**src/hdl/bpbr_pkg.sv**
```systemverilog
// ----------------------------------------------------------------------------
// bpbr_pkg
// shared widths, constants, codes and controller/datapath interface types
// for the boost gauge with barometric reference
// ----------------------------------------------------------------------------
package bpbr_pkg;

    localparam int MV_W      = 12;
    localparam int HMV_W     = 14;
    localparam int KPA_W     = 15;
    localparam int BOOST_W   = 14;
    localparam int CNT_W     = 8;
    localparam int SUM_W     = 23;
    localparam int CFG_IDX_W = 3;
    localparam int CFG_W     = 15;

    // sensor voltage in half millivolts, full scale 5000 mV
    localparam logic [HMV_W-1:0] HALF_MV_MAX = 14'd10000;
    localparam logic [KPA_W-1:0] KPA_LOW     = 15'd110;

    // shared multiplier
    localparam int MUL_A_W = 15;
    localparam int MUL_B_W = 27;
    localparam int PROD_W  = MUL_A_W + MUL_B_W;

    // floor(s * 31440 / 10000) = (s * PRESS_RECIP) >> PRESS_SHIFT for s <= 10000
    localparam logic [MUL_B_W-1:0] PRESS_RECIP = 27'd52747568;
    localparam int                 PRESS_SHIFT = 24;
    // floor(a * 14504 / 100000) = (a * BOOST_RECIP) >> BOOST_SHIFT for a < 2^15
    localparam logic [MUL_B_W-1:0] BOOST_RECIP = 27'd77867758;
    localparam int                 BOOST_SHIFT = 29;

    // iterative divider
    localparam int                 DIV_CNT_W  = 5;
    localparam logic [DIV_CNT_W-1:0] MOD_STEPS  = 5'd8;
    localparam logic [DIV_CNT_W-1:0] MEAN_STEPS = 5'd23;

    // register reset values
    localparam logic [KPA_W-1:0] REF_START_RESET = 15'd10130;
    localparam logic [KPA_W-1:0] REF_MIN_RESET   = 15'd5000;
    localparam logic [CNT_W-1:0] SAMPLE_RESET    = 8'd10;
    localparam logic [CNT_W-1:0] WINDOW_RESET    = 8'd100;

    // register indexes
    localparam logic [CFG_IDX_W-1:0] CFG_REF_START     = 3'd0;
    localparam logic [CFG_IDX_W-1:0] CFG_REF_MIN       = 3'd1;
    localparam logic [CFG_IDX_W-1:0] CFG_SAMPLE_EVERY  = 3'd2;
    localparam logic [CFG_IDX_W-1:0] CFG_WINDOW_FRAMES = 3'd3;

    typedef enum logic [1:0] {
        MUL_MAN,
        MUL_BAR,
        MUL_BOOST
    } mul_sel_t;

    typedef struct packed {
        logic [MV_W-1:0] manifold_mv;
        logic [MV_W-1:0] baro_mv;
    } in_item_t;

    typedef struct packed {
        logic signed [BOOST_W-1:0] boost_centipsi;
        logic [KPA_W-1:0]          manifold_centikpa;
        logic [KPA_W-1:0]          ref_centikpa;
        logic                      ref_updated;
    } out_item_t;

    typedef struct packed {
        logic     load_in;
        logic     mul_go;
        mul_sel_t mul_sel;
        logic     store_man;
        logic     store_bar;
        logic     mod_start;
        logic     update;
        logic     mean_start;
        logic     mean_check;
        logic     out_load;
    } ctrl_cmd_t;

    typedef struct packed {
        logic div_busy;
        logic need_mean;
        logic out_hold;
    } dp_status_t;

endpackage

```
**src/hdl/bpbr_div.sv**
```systemverilog
// ----------------------------------------------------------------------------
// bpbr_div
// restoring divider, one quotient bit per cycle, msb first
// ----------------------------------------------------------------------------
module bpbr_div
    import bpbr_pkg::*;
(
    input  logic                 clk,
    input  logic                 rst_n,
    input  logic                 start,
    input  logic [SUM_W-1:0]     dividend,
    input  logic [CNT_W-1:0]     divisor,
    input  logic [DIV_CNT_W-1:0] steps,
    output logic                 busy,
    output logic [SUM_W-1:0]     quotient,
    output logic [CNT_W-1:0]     remainder
);

    logic                 busy_reg, busy_next;
    logic [DIV_CNT_W-1:0] cnt_reg, cnt_next;
    logic [SUM_W-1:0]     dvd_reg, dvd_next;
    logic [CNT_W-1:0]     rem_reg, rem_next;
    logic [CNT_W-1:0]     dsr_reg, dsr_next;
    logic [CNT_W:0]       trial;
    logic                 qbit;

    always_comb
    begin
        trial     = {rem_reg, dvd_reg[SUM_W-1]};
        qbit      = (trial >= {1'b0, dsr_reg});
        busy_next = busy_reg;
        cnt_next  = cnt_reg;
        dvd_next  = dvd_reg;
        rem_next  = rem_reg;
        dsr_next  = dsr_reg;
        if (start)
        begin
            busy_next = 1'b1;
            cnt_next  = steps;
            dvd_next  = dividend;
            rem_next  = '0;
            dsr_next  = divisor;
        end
        else if (busy_reg)
        begin
            dvd_next = {dvd_reg[SUM_W-2:0], qbit};
            rem_next = qbit ? CNT_W'(trial - {1'b0, dsr_reg}) : trial[CNT_W-1:0];
            cnt_next = cnt_reg - 1'b1;
            if (cnt_reg == DIV_CNT_W'(1))
            begin
                busy_next = 1'b0;
            end
        end
    end

    always_ff @(posedge clk or negedge rst_n)
    begin
        if (!rst_n)
        begin
            busy_reg <= 1'b0;
            cnt_reg  <= '0;
        end
        else
        begin
            busy_reg <= busy_next;
            cnt_reg  <= cnt_next;
        end
    end

    always_ff @(posedge clk)
    begin
        dvd_reg <= dvd_next;
        rem_reg <= rem_next;
        dsr_reg <= dsr_next;
    end

    assign busy      = busy_reg;
    assign quotient  = dvd_reg;
    assign remainder = rem_reg;

endmodule

```
**src/hdl/bpbr_dp.sv**
```systemverilog
// ----------------------------------------------------------------------------
// bpbr_dp
// datapath: registers, shared multiplier, window accumulator, output stage
// ----------------------------------------------------------------------------
module bpbr_dp
    import bpbr_pkg::*;
(
    input  logic                 clk,
    input  logic                 rst_n,
    input  logic                 cfg_write,
    input  logic [CFG_IDX_W-1:0] cfg_index,
    input  logic [CFG_W-1:0]     cfg_data,
    input  in_item_t             in_data,
    input  ctrl_cmd_t            cmd,
    output dp_status_t           status,
    output logic                 out_valid,
    input  logic                 out_stall,
    output out_item_t            out_data
);

    // configuration
    logic [KPA_W-1:0] ref_min_reg;
    logic [CNT_W-1:0] sample_every_reg;
    logic [CNT_W-1:0] window_frames_reg;

    // running state
    logic [CNT_W-1:0] frame_count_reg;
    logic [SUM_W-1:0] baro_sum_reg;
    logic [CNT_W-1:0] baro_samples_reg;
    logic [KPA_W-1:0] reference_reg;
    logic             updated_reg;
    logic             out_valid_reg;

    // payload
    logic [MV_W-1:0]   man_mv_reg;
    logic [MV_W-1:0]   bar_mv_reg;
    logic [PROD_W-1:0] prod_reg;
    logic [KPA_W-1:0]  man_kpa_reg;
    logic [KPA_W-1:0]  bar_kpa_reg;
    out_item_t         out_data_reg;

    logic [MUL_A_W-1:0] mul_a;
    logic [MUL_B_W-1:0] mul_b;
    logic [KPA_W-1:0]   press;
    logic [KPA_W:0]     diff;
    logic               diff_neg;
    logic [KPA_W:0]     diff_abs;
    logic [BOOST_W-1:0] boost_mag;
    logic [BOOST_W-1:0] boost_val;

    logic                 sample_hit;
    logic [CNT_W-1:0]     samples_new;
    logic [SUM_W-1:0]     sum_new;
    logic [CNT_W-1:0]     fc_new;
    logic                 win_close;
    logic [CNT_W-1:0]     every_eff;

    logic                 div_start;
    logic [SUM_W-1:0]     div_dividend;
    logic [CNT_W-1:0]     div_divisor;
    logic [DIV_CNT_W-1:0] div_steps;
    logic                 div_busy;
    logic [SUM_W-1:0]     div_quo;
    logic [CNT_W-1:0]     div_rem;

    // pin mV x 3 in half millivolts, clamped to 5000 mV
    function automatic logic [HMV_W-1:0] half_mv(input logic [MV_W-1:0] mv);
        logic [HMV_W-1:0] s;
        s = {2'b00, mv} + {1'b0, mv, 1'b0};
        if (s > HALF_MV_MAX)
        begin
            s = HALF_MV_MAX;
        end
        return s;
    endfunction

    always_comb
    begin
        case (cmd.mul_sel)
            MUL_MAN:
            begin
                mul_a = {1'b0, half_mv(man_mv_reg)};
                mul_b = PRESS_RECIP;
            end
            MUL_BAR:
            begin
                mul_a = {1'b0, half_mv(bar_mv_reg)};
                mul_b = PRESS_RECIP;
            end
            MUL_BOOST:
            begin
                mul_a = diff_abs[MUL_A_W-1:0];
                mul_b = BOOST_RECIP;
            end
            default:
            begin
                mul_a = '0;
                mul_b = '0;
            end
        endcase
    end

    assign press     = KPA_LOW + prod_reg[PRESS_SHIFT +: KPA_W];
    assign diff      = {1'b0, man_kpa_reg} - {1'b0, reference_reg};
    assign diff_neg  = diff[KPA_W];
    assign diff_abs  = diff_neg ? (~diff + 1'b1) : diff;
    assign boost_mag = {1'b0, prod_reg[BOOST_SHIFT +: BOOST_W-1]};
    assign boost_val = diff_neg ? (~boost_mag + 1'b1) : boost_mag;

    // window bookkeeping, seen before this frame's update
    assign sample_hit  = (div_rem == '0);
    assign samples_new = baro_samples_reg + CNT_W'(sample_hit);
    assign sum_new     = baro_sum_reg + (sample_hit ? SUM_W'(bar_kpa_reg) : '0);
    assign fc_new      = frame_count_reg + 1'b1;
    assign win_close   = (fc_new >= window_frames_reg);
    assign every_eff   = (sample_every_reg == '0) ? CNT_W'(1) : sample_every_reg;

    assign div_start    = cmd.mod_start | cmd.mean_start;
    assign div_dividend = cmd.mean_start ? sum_new : {frame_count_reg, {(SUM_W-CNT_W){1'b0}}};
    assign div_divisor  = cmd.mean_start ? samples_new : every_eff;
    assign div_steps    = cmd.mean_start ? MEAN_STEPS : MOD_STEPS;

    bpbr_div u_div (
        .clk       (clk),
        .rst_n     (rst_n),
        .start     (div_start),
        .dividend  (div_dividend),
        .divisor   (div_divisor),
        .steps     (div_steps),
        .busy      (div_busy),
        .quotient  (div_quo),
        .remainder (div_rem)
    );

    always_ff @(posedge clk or negedge rst_n)
    begin
        if (!rst_n)
        begin
            ref_min_reg       <= REF_MIN_RESET;
            sample_every_reg  <= SAMPLE_RESET;
            window_frames_reg <= WINDOW_RESET;
            frame_count_reg   <= '0;
            baro_sum_reg      <= '0;
            baro_samples_reg  <= '0;
            reference_reg     <= REF_START_RESET;
            updated_reg       <= 1'b0;
            out_valid_reg     <= 1'b0;
        end
        else
        begin
            if (cfg_write)
            begin
                case (cfg_index)
                    // the starting reference takes effect at once
                    CFG_REF_START:     reference_reg     <= cfg_data;
                    CFG_REF_MIN:       ref_min_reg       <= cfg_data;
                    CFG_SAMPLE_EVERY:  sample_every_reg  <= cfg_data[CNT_W-1:0];
                    CFG_WINDOW_FRAMES: window_frames_reg <= cfg_data[CNT_W-1:0];
                    default:           ;
                endcase
            end
            if (cmd.load_in)
            begin
                updated_reg <= 1'b0;
            end
            if (cmd.update)
            begin
                if (win_close)
                begin
                    frame_count_reg  <= '0;
                    baro_sum_reg     <= '0;
                    baro_samples_reg <= '0;
                end
                else
                begin
                    frame_count_reg  <= fc_new;
                    baro_sum_reg     <= sum_new;
                    baro_samples_reg <= samples_new;
                end
            end
            if (cmd.mean_check && (div_quo >= SUM_W'(ref_min_reg)))
            begin
                reference_reg <= div_quo[KPA_W-1:0];
                updated_reg   <= 1'b1;
            end
            if (cmd.out_load)
            begin
                out_valid_reg <= 1'b1;
            end
            else if (!out_stall)
            begin
                out_valid_reg <= 1'b0;
            end
        end
    end

    always_ff @(posedge clk)
    begin
        if (cmd.load_in)
        begin
            man_mv_reg <= in_data.manifold_mv;
            bar_mv_reg <= in_data.baro_mv;
        end
        if (cmd.mul_go)
        begin
            prod_reg <= PROD_W'(mul_a) * PROD_W'(mul_b);
        end
        if (cmd.store_man)
        begin
            man_kpa_reg <= press;
        end
        if (cmd.store_bar)
        begin
            bar_kpa_reg <= press;
        end
        if (cmd.out_load)
        begin
            out_data_reg.boost_centipsi    <= boost_val;
            out_data_reg.manifold_centikpa <= man_kpa_reg;
            out_data_reg.ref_centikpa      <= reference_reg;
            out_data_reg.ref_updated       <= updated_reg;
        end
    end

    assign status.div_busy  = div_busy;
    assign status.need_mean = win_close && (samples_new != '0);
    assign status.out_hold  = out_valid_reg && out_stall;

    assign out_valid = out_valid_reg;
    assign out_data  = out_data_reg;

endmodule

```
**src/hdl/bpbr_ctrl.sv**
```systemverilog
// ----------------------------------------------------------------------------
// bpbr_ctrl
// frame sequencer: steps the datapath through one transaction at a time
// ----------------------------------------------------------------------------
module bpbr_ctrl
    import bpbr_pkg::*;
(
    input  logic       clk,
    input  logic       rst_n,
    input  logic       in_valid,
    output logic       in_stall,
    input  dp_status_t status,
    output ctrl_cmd_t  cmd
);

    typedef enum logic [2:0] {
        S_IDLE,
        S_MUL_MAN,
        S_MUL_BAR,
        S_WAIT_MOD,
        S_WAIT_MEAN,
        S_BOOST,
        S_FINISH
    } state_t;

    state_t state_reg, state_next;

    always_comb
    begin
        state_next = state_reg;
        cmd        = '0;
        cmd.mul_sel = MUL_MAN;
        case (state_reg)
            S_IDLE:
            begin
                if (in_valid)
                begin
                    cmd.load_in = 1'b1;
                    state_next  = S_MUL_MAN;
                end
            end
            S_MUL_MAN:
            begin
                cmd.mul_go  = 1'b1;
                cmd.mul_sel = MUL_MAN;
                state_next  = S_MUL_BAR;
            end
            S_MUL_BAR:
            begin
                cmd.store_man = 1'b1;
                cmd.mul_go    = 1'b1;
                cmd.mul_sel   = MUL_BAR;
                cmd.mod_start = 1'b1;
                state_next    = S_WAIT_MOD;
            end
            S_WAIT_MOD:
            begin
                cmd.store_bar = 1'b1;
                if (!status.div_busy)
                begin
                    cmd.update     = 1'b1;
                    cmd.mean_start = status.need_mean;
                    state_next     = status.need_mean ? S_WAIT_MEAN : S_BOOST;
                end
            end
            S_WAIT_MEAN:
            begin
                if (!status.div_busy)
                begin
                    cmd.mean_check = 1'b1;
                    state_next     = S_BOOST;
                end
            end
            S_BOOST:
            begin
                cmd.mul_go  = 1'b1;
                cmd.mul_sel = MUL_BOOST;
                state_next  = S_FINISH;
            end
            S_FINISH:
            begin
                if (!status.out_hold)
                begin
                    cmd.out_load = 1'b1;
                    state_next   = S_IDLE;
                end
            end
            default:
            begin
                state_next = S_IDLE;
            end
        endcase
    end

    always_ff @(posedge clk or negedge rst_n)
    begin
        if (!rst_n)
        begin
            state_reg <= S_IDLE;
        end
        else
        begin
            state_reg <= state_next;
        end
    end

    assign in_stall = (state_reg != S_IDLE);

endmodule

```
**src/hdl/boost_pressure_with_baro_reference.sv**
```systemverilog
// ----------------------------------------------------------------------------
// boost_pressure_with_baro_reference
// boost gauge core: manifold and barometric pressure, windowed reference
// ----------------------------------------------------------------------------
// Each input transaction is one update frame with two pin readings in mV. The
// block returns exactly one result transaction per frame: absolute manifold
// pressure, the reference in use and boost in 0.01 psi. The shared bit-serial
// divider runs 8 steps for the sampling phase check on every frame, and 23
// steps for the window mean on a frame that closes a window holding samples.
// The next frame can be accepted in the cycle after the result is loaded; a
// result still stalled downstream when the next one is ready holds the
// sequencer until it is taken. One frame is in flight at a time; the result
// register lets the next frame be accepted while a result still waits
// downstream. The user must write registers over the plain write port only
// while no frame is in flight; the block itself does not enforce this.
// ----------------------------------------------------------------------------
module boost_pressure_with_baro_reference
    import bpbr_pkg::*;
(
    input  logic                 clk,
    input  logic                 rst_n,
    // configuration write port
    input  logic                 cfg_write,
    input  logic [CFG_IDX_W-1:0] cfg_index,
    input  logic [CFG_W-1:0]     cfg_data,
    // frame input channel
    input  logic                 in_valid,
    output logic                 in_stall,
    input  in_item_t             in_data,
    // result output channel
    output logic                 out_valid,
    input  logic                 out_stall,
    output out_item_t            out_data
);

    ctrl_cmd_t  cmd;
    dp_status_t status;

    // sequencer: owns the frame flow and the input handshake
    bpbr_ctrl u_ctrl (
        .clk      (clk),
        .rst_n    (rst_n),
        .in_valid (in_valid),
        .in_stall (in_stall),
        .status   (status),
        .cmd      (cmd)
    );

    // datapath: conversion, window averaging, boost and output register
    bpbr_dp u_dp (
        .clk       (clk),
        .rst_n     (rst_n),
        .cfg_write (cfg_write),
        .cfg_index (cfg_index),
        .cfg_data  (cfg_data),
        .in_data   (in_data),
        .cmd       (cmd),
        .status    (status),
        .out_valid (out_valid),
        .out_stall (out_stall),
        .out_data  (out_data)
    );

`ifndef SYNTHESIS
    // an accepted frame keeps the input side closed until its result is loaded
    a_busy_after_accept: assert property (@(posedge clk) disable iff (!rst_n)
        (in_valid && !in_stall) |=> in_stall)
        else $error("input not stalled after frame accept");

    // a stalled result stays on the port unchanged
    a_stalled_result_held: assert property (@(posedge clk) disable iff (!rst_n)
        (out_valid && out_stall) |=> (out_valid && $stable(out_data)))
        else $error("stalled result changed");

    // manifold pressure always lies on the sensor scale
    a_manifold_range: assert property (@(posedge clk) disable iff (!rst_n)
        out_valid |-> (out_data.manifold_centikpa >= KPA_LOW &&
                       out_data.manifold_centikpa <= 15'd31550))
        else $error("manifold pressure off scale");
`endif

endmodule

```
**config.mk**
```make
export PLATFORM = sky130hd
export DESIGN_NAME = boost_pressure_with_baro_reference
export DESIGN_NICKNAME = d
export VERILOG_FILES = /design/src/hdl/bpbr_pkg.sv /design/src/hdl/bpbr_div.sv /design/src/hdl/bpbr_dp.sv /design/src/hdl/bpbr_ctrl.sv /design/src/hdl/boost_pressure_with_baro_reference.sv
export SDC_FILE = /design/constraint.sdc
export NUM_CORES = 1
export LEC_CHECK = 0
export BUFFER_PORTS_ARGS = -buffer_cell sky130_fd_sc_hd__buf_2
export CORE_ASPECT_RATIO = 1.4
export CORE_MARGIN = 2
export CORE_UTILIZATION = 40
export DETAILED_ROUTE_END_ITERATION = 6
export PLACE_DENSITY_LB_ADDON = 0.08
export SKIP_CTS_REPAIR_TIMING = 1
export SYNTH_ARGS = -nofsm -noshare
export SYNTH_HDL_FRONTEND = slang
export SYNTH_SLANG_ARGS = --single-unit
```
**constraint.sdc**
```tcl
create_clock -name clk -period 23.9 [get_ports clk]
set_input_delay 1.195 -clock clk [delete_from_list [all_inputs] [get_ports clk]]
set_output_delay 1.195 -clock clk [all_outputs]
set_load 0.05 [all_outputs]
```
* Word level (Yosys, flattened, before mapping) *
Cells that the tools add are included.

cells by class
  multiply operators = 1
  bitwise logic cells = 3
  reductions and logical operators = 20
  multiplexer cells = 46
  add/subtract/negate cells = 11
  order comparisons = 5
  eq/ne operators = 17

operator list
  cell                   number
  $mux 23                4
  $mux 15                5
  $pmux 27 s2            1
  $pmux 15 s3            1
  $mul 15x27->42         1
  $mux 8                 5
  $add 12x13->14         2
  $gt 14x14->1 const B   2
  $mux 14                2
  $add 23x23->23         1
  $ge 23x15->1           1
  $pmux 3 s7             1
  $logic_not 8->1        2
  $mux 1                 16
  $sub 15x15->16         1
  $add 15x1->15 const B  1
  $add 7x15->15 const A  1
  $mux 5                 3
  $not 15->15            1
  $add 14x1->14 const B  1
  $not 13->14            1
  $mux 13                1
  $eq 3x2->1 const B     4
  $mux 3                 4
  25 further kinds       41

storage, ports and cells
  logic and storage cells = 128
  flip-flop bits (word level) = 276
  output and inout port bits = 47
  bits of input ports = 47

* Depth between registers and ports, before layout *
  word-level depth = 8
  depth in mapped cells = 41
  gate-level depth less buffers = 41

* Modules after synthesis *
Synthesis repeated with hierarchy kept, for this count alone.

unflattened totals
  cell total of the unflattened synthesis = 2,296
  area total of the unflattened synthesis = 23,610.1 µm²

by module, submodules not included
  module     instances  seq. area each (µm²)  cells an instance  area each (µm²)
  bpbr_dp    1          5,711.7               2,082              21,055.2
  bpbr_div   1          1,241.2               182                2,285.9
  bpbr_ctrl  1          75.1                  32                 269.0

* Least setup slack after synthesis *
OpenSTA, ideal clock, no wires.

  kind = register to register
  from = reg u_dp.man_kpa_reg[0]
  to = reg u_dp.prod_reg[36] (data pin)
  arrival time = 8,992 ps
  cell stages (with the launch flop) = 39
  period minus slack after synthesis = 9,172 ps
  setup slack = 14,728 ps
  path buffers = 0
  library setup time = 180 ps
  data required time = 23,720 ps
  cell sequence = edfxtp_1 -> inv_1 -> ha_1 -> inv_1 -> fa_1 -> a21o_1 -> a21oi_1 -> xnor2_1 -> or3_1 -> a2111oi_0 -> nand2b_1 -> nor3_2 -> o211ai_1 -> o31ai_1 -> xnor2_1 -> and2_1 -> fa_1 -> fa_1 -> [3 not listed] -> inv_1 -> fa_1 -> inv_1 -> fa_1 -> inv_1 -> ha_1 -> a21o_1 -> a21o_1 -> a21oi_1 -> o21ai_0 -> a211oi_1 -> nand2b_1 -> a21oi_1 -> a311o_1 -> inv_1 -> a21oi_2 -> or4_1 -> o311ai_1

between the ends
  longest elaborated chain between the ends = 6

RTL lines
  element                 RTL line        text
  from (decl)             bpbr_dp.sv:38   logic [KPA_W-1:0] man_kpa_reg;
  from (signal assigned)  bpbr_dp.sv:210  man_kpa_reg <= press;
  $sub 15x15->16 (*)      bpbr_dp.sv:104  assign diff = {1'b0, man_kpa_reg} - {1'b0, reference_reg};
  $not 15->15             bpbr_dp.sv:106  assign diff_abs = diff_neg ? (~diff + 1'b1) : diff;
  $add 15x1->15           bpbr_dp.sv:106
  $mux 15 (*)             bpbr_dp.sv:106
  $pmux 15 s3 (*)         bpbr_dp.sv:79   case (cmd.mul_sel)
  $mul 15x27->42 (*)      bpbr_dp.sv:206  prod_reg <= PROD_W'(mul_a) * PROD_W'(mul_b);
  to (signal assigned)    bpbr_dp.sv:206
  to (decl)               bpbr_dp.sv:37   logic [PROD_W-1:0] prod_reg;

Every way passes the cells marked *; elsewhere a longest branch is shown, timed or not.
A chain may end at the register's enable or synchronous reset.

* Worst setup path after layout *
  from = reg u_dp.man_mv_reg[1]
  to = reg u_dp.prod_reg[36] (data pin)

between the ends
  longest elaborated chain between the ends = 5

RTL lines
  element                 RTL line        text
  from (decl)             bpbr_dp.sv:35   logic [MV_W-1:0] man_mv_reg;
  from (signal assigned)  bpbr_dp.sv:201  man_mv_reg <= in_data.manifold_mv;
  $add 12x13->14 (*)      bpbr_dp.sv:69   s = {2'b00, mv} + {1'b0, mv, 1'b0};
  $gt 14x14->1            bpbr_dp.sv:70   if (s > HALF_MV_MAX)
  $mux 14 (*)             bpbr_dp.sv:70
  $pmux 15 s3 (*)         bpbr_dp.sv:79
  $mul 15x27->42 (*)      bpbr_dp.sv:206

Marked as above.

==> results list <==
- Clock buffer count from CTS: 28
* Worst Setup Path Type: reg2reg
- Number of enable flip-flop cells after synthesis: 148
- Clock transition time at the flip-flop clock pins of the worst setup and hold paths: 70 ps
* Biggest area contributors in the synthesized netlist: sky130_fd_sc_hd__edfxtp_1 19%, sky130_fd_sc_hd__fa_1 19%, sky130_fd_sc_hd__ha_1 13%
- The via count of the first global-routing pass came to 17,810.
* Via density per instance: around 5.2
* Worst setup path end: u_dp.prod_reg[36]
* Cell repeated most along the worst path: sky130_fd_sc_hd__inv_1
* Total GRT Usage: 0.2215
* Clock tree from TritonCTS: done
* Total via count in the routed design: about 16,000
- After floorplanning, the core was divided into 104 placement rows.
- Largest stage delay on the critical path: 590 ps
* Number of antenna cells inserted: 0
- Worst skew pair latency: between 500 and 600 ps
- The number of cells on the worst reg-to-reg path is 37.
- Initial core utilization: 0.4033
- In this run the register-to-register setup slack is 13,530 ps.
- Setup total negative slack on the finished layout was measured at 0 ps.
* Fraction of final layout cells sized beyond drive strength 1: 0.1011
- Top fanout value on the critical path: 8
- Primary FF master, synth: sky130_fd_sc_hd__edfxtp_1
* Logic depth of the worst setup path including buffers: 37
* Max-cap violations: 0
* Worst setup skew after layout: 30.42 ps
- In this run the number of H-tree levels came out at 1.
* Element type at the critical path start: flop
* Max reg flops: 45
* Share of synthesized registers carrying an async set or reset: 0.3810
* Actual transition at the worst max-transition pin: 1182 ps
- The max-slew violation count came to 0.
* Max Freq: between 90 and 100 MHz
- Pin count of the biggest net entering global routing: 63
- Gpl congestion: 0.9611
- Clock tree synthesis selected as its root buffer the cell sky130_fd_sc_hd__clkbuf_16.
- The tree built by TritonCTS fans out to 252 sinks.
* Buffer depth of the longest clock path: 3
- Wire per inst: 20.45 µm
* Hold Fails Final Rpt: 0
* Fraction of synthesized cell area taken by the top area cell type: 0.1925
- The flow ran to the end, and the final reports show no timing, DRC or antenna violations.
* Number of warnings reported in the yosys synthesis log: 0
- In the routed design, unresolved DRC markers number 0.
* Startpoint of the most critical register-to-register path: u_dp.man_mv_reg[1]
- Relative slew slack: 0.2089
- Initial antenna violation count: 0
- In this run the tool buffered the top-level ports with 93 buffer cells.
- In this run the worst setup path begins at u_dp.man_mv_reg[1].
- Setup repair after global routing left no endpoint under its margin.
* Die area: just under 60,000 µm²
- HPWL after detailed placement: between 50 and 60 mm
- The worst setup path is captured at a flop.
- The detail route stage leaves a number of antenna-violating nets equal to 0.
- At the worst endpoint, the required time is 24,290 ps.
* Die boundary width: 207.1 µm
- Library cell occupying the most area in the post-synthesis netlist: sky130_fd_sc_hd__edfxtp_1
- Final period demand of the worst path: slightly above 10,000 ps
- First-pass GRT wire length: about 100 mm
- Overflow left after global routing: 0
* Combined area of all synthesized cells: 23,090 µm²
- Share of the yosys chip area belonging to registers: 0.3044
- Data arrives at the worst endpoint at 10,760 ps.
- The average instance in the mapped netlist occupies a little over 10 µm².
- Together, buffers and inverters on the worst path number 8.
- At the end of the flow, the number of nets in the layout was 2,901.
* Area growth from synthesis to layout: 10.24%
- In this run the standard cell core region covers approximately 57,000 µm².
* Detailed router's first-iteration violation count: 765
- The slowest stage of the critical path is the sky130_fd_sc_hd__fa_1 cell.
- Worst Hold Class: reg2reg
- Synthesis inferred 252 register bits.
- Pin placement for this block handled 94 I/O pins.
* Number of failing setup endpoints in the final timing report: 0
* Initial DRT Pass Iterations: 5
- Unique cell type count in the Yosys netlist: 86
- The die is 288.3 µm tall.
- Grouping stages by cell kind, the critical path spends the most delay in adder cells.
* Share of the clock period used by the worst path: 0.4341
- The routed design has 64.55 mm of wire.
- In this run the critical register-to-register path is captured at u_dp.prod_reg[36].
- Counting every instance in the synthesized netlist gives 2,297.
[through the flow]
stage | hold slack, ps | instance area (µm²) | setup WS [ps] | util | std cells
after floorplan | 421.5 | 23110 | 14730 | - | 2302
after global placement | 431.9 | 24480 | 13610 | 0.4275 | 3104
after detailed placement | 438.1 | 24480 | 13490 | 0.4275 | 3104
after CTS | 454.7 | 25450 | 13460 | 0.4446 | 3156
after global routing | 465.4 | 25450 | 12810 | 0.4446 | 3156
final | 453.4 | 25450 | 13530 | 0.4446 | 3156
[cell type report]
cell class              instances  area (µm²)
clock buffers                  32       758.2
clock inverters                20       216.5
fillers                      5529       31800
inverters                     404        1516
multi-input cells            1590       14370
flip-flops and latches        252        7028
well taps                     742       928.4
repair buffers                116       640.6
[worst reg2reg max path, delay by kind of cell, from the launching register on]
kind                     cells  cell delay, ps
flip-flops                   1             470
adder cells (fa/ha/maj)      9            3960
buffers and inverters        8             750
AND/OR/NAND/NOR              4            1340
AO/OA/AOI/OAI               16            3670
[cell usage in the layout, fill, tap and decap left out, types with 79 or more instances in the layout]
cell	instances
sky130_fd_sc_hd__a21oi_1	110
sky130_fd_sc_hd__inv_1	402
sky130_fd_sc_hd__nand2_1	153
sky130_fd_sc_hd__buf_2	92
sky130_fd_sc_hd__o21ai_0	135
sky130_fd_sc_hd__fa_1	217
sky130_fd_sc_hd__edfxtp_1	148
sky130_fd_sc_hd__ha_1	245
sky130_fd_sc_hd__dfrtp_1	79
sky130_fd_sc_hd__nor2_1	113
[per-layer routing]
metal	GRT usage	part of all wire
met4	0.09268	0.046
met2	0.4321	0.55
met1	0.2470	0.38
met3	0.01620	0.022
met5	0	0
[cell usage after synthesis, types with 4 or more instances]
master                       n
sky130_fd_sc_hd__a211oi_1   15
sky130_fd_sc_hd__a21boi_0    5
sky130_fd_sc_hd__a21o_1     57
sky130_fd_sc_hd__a21oi_1   111
sky130_fd_sc_hd__a221oi_1    4
sky130_fd_sc_hd__a22o_1      9
sky130_fd_sc_hd__a22oi_1    12
sky130_fd_sc_hd__a31oi_1    14
sky130_fd_sc_hd__and2_1     27
sky130_fd_sc_hd__and3_1     20
sky130_fd_sc_hd__clkbuf_1   50
sky130_fd_sc_hd__dfrtp_1    79
sky130_fd_sc_hd__dfstp_2    17
sky130_fd_sc_hd__dfxtp_1     8
sky130_fd_sc_hd__edfxtp_1  148
sky130_fd_sc_hd__fa_1      217
sky130_fd_sc_hd__ha_1      245
sky130_fd_sc_hd__inv_1     402
sky130_fd_sc_hd__mux2_2     34
sky130_fd_sc_hd__mux2i_1     7
sky130_fd_sc_hd__nand2_1   153
sky130_fd_sc_hd__nand2b_1   23
sky130_fd_sc_hd__nand3_1    50
sky130_fd_sc_hd__nand4_1    18
sky130_fd_sc_hd__nor2_1    113
sky130_fd_sc_hd__nor2b_1    19
sky130_fd_sc_hd__nor3_1     27
sky130_fd_sc_hd__nor3b_1     7
sky130_fd_sc_hd__nor4_1      6
sky130_fd_sc_hd__o211ai_1    6
sky130_fd_sc_hd__o21a_1     14
sky130_fd_sc_hd__o21ai_0   136
sky130_fd_sc_hd__o21bai_1   13
sky130_fd_sc_hd__o31ai_1    20
sky130_fd_sc_hd__or2_2       5
sky130_fd_sc_hd__or3_1      12
sky130_fd_sc_hd__or4_1       4
sky130_fd_sc_hd__xnor2_1    72
sky130_fd_sc_hd__xor2_1     46
[how the worst min path moves through the flow]
stage                           start             endpoint  slack [ps]  cells past startpoint
2_1_floorplan       u_dp.prod_reg[24]  u_dp.bar_kpa_reg[0]         420                      0
3_5_place_dp   u_dp.reference_reg[12]    u_dp.out_data[13]         440                      0
6_report       u_dp.reference_reg[12]    u_dp.out_data[13]         450                      0
5_1_grt         u_dp.reference_reg[2]     u_dp.out_data[3]         470                      0
3_3_place_gp    u_dp.reference_reg[2]     u_dp.out_data[3]         430                      0
4_1_cts         u_dp.reference_reg[6]     u_dp.out_data[7]         450                      0
[kinds of logic after synthesis]
| logic type | count (synthesis) | share of synthesized area |
|---|---|---|
| flip-flops | 252 | 0.3044 |
| buffers and inverters | 460 | 0.07559 |
| multiplexers | 41 | 0.01962 |
| AO/OA/AOI/OAI | 463 | 0.1298 |
| adder cells (fa/ha/maj) | 462 | 0.3209 |
| other | 2 | 0.0003253 |
| AND/OR/NAND/NOR | 499 | 0.1046 |
| XOR/XNOR | 118 | 0.04476 |
Power is not shown: default switching activity piles up to over one toggle a cycle in this logic, so the estimate is an artifact.
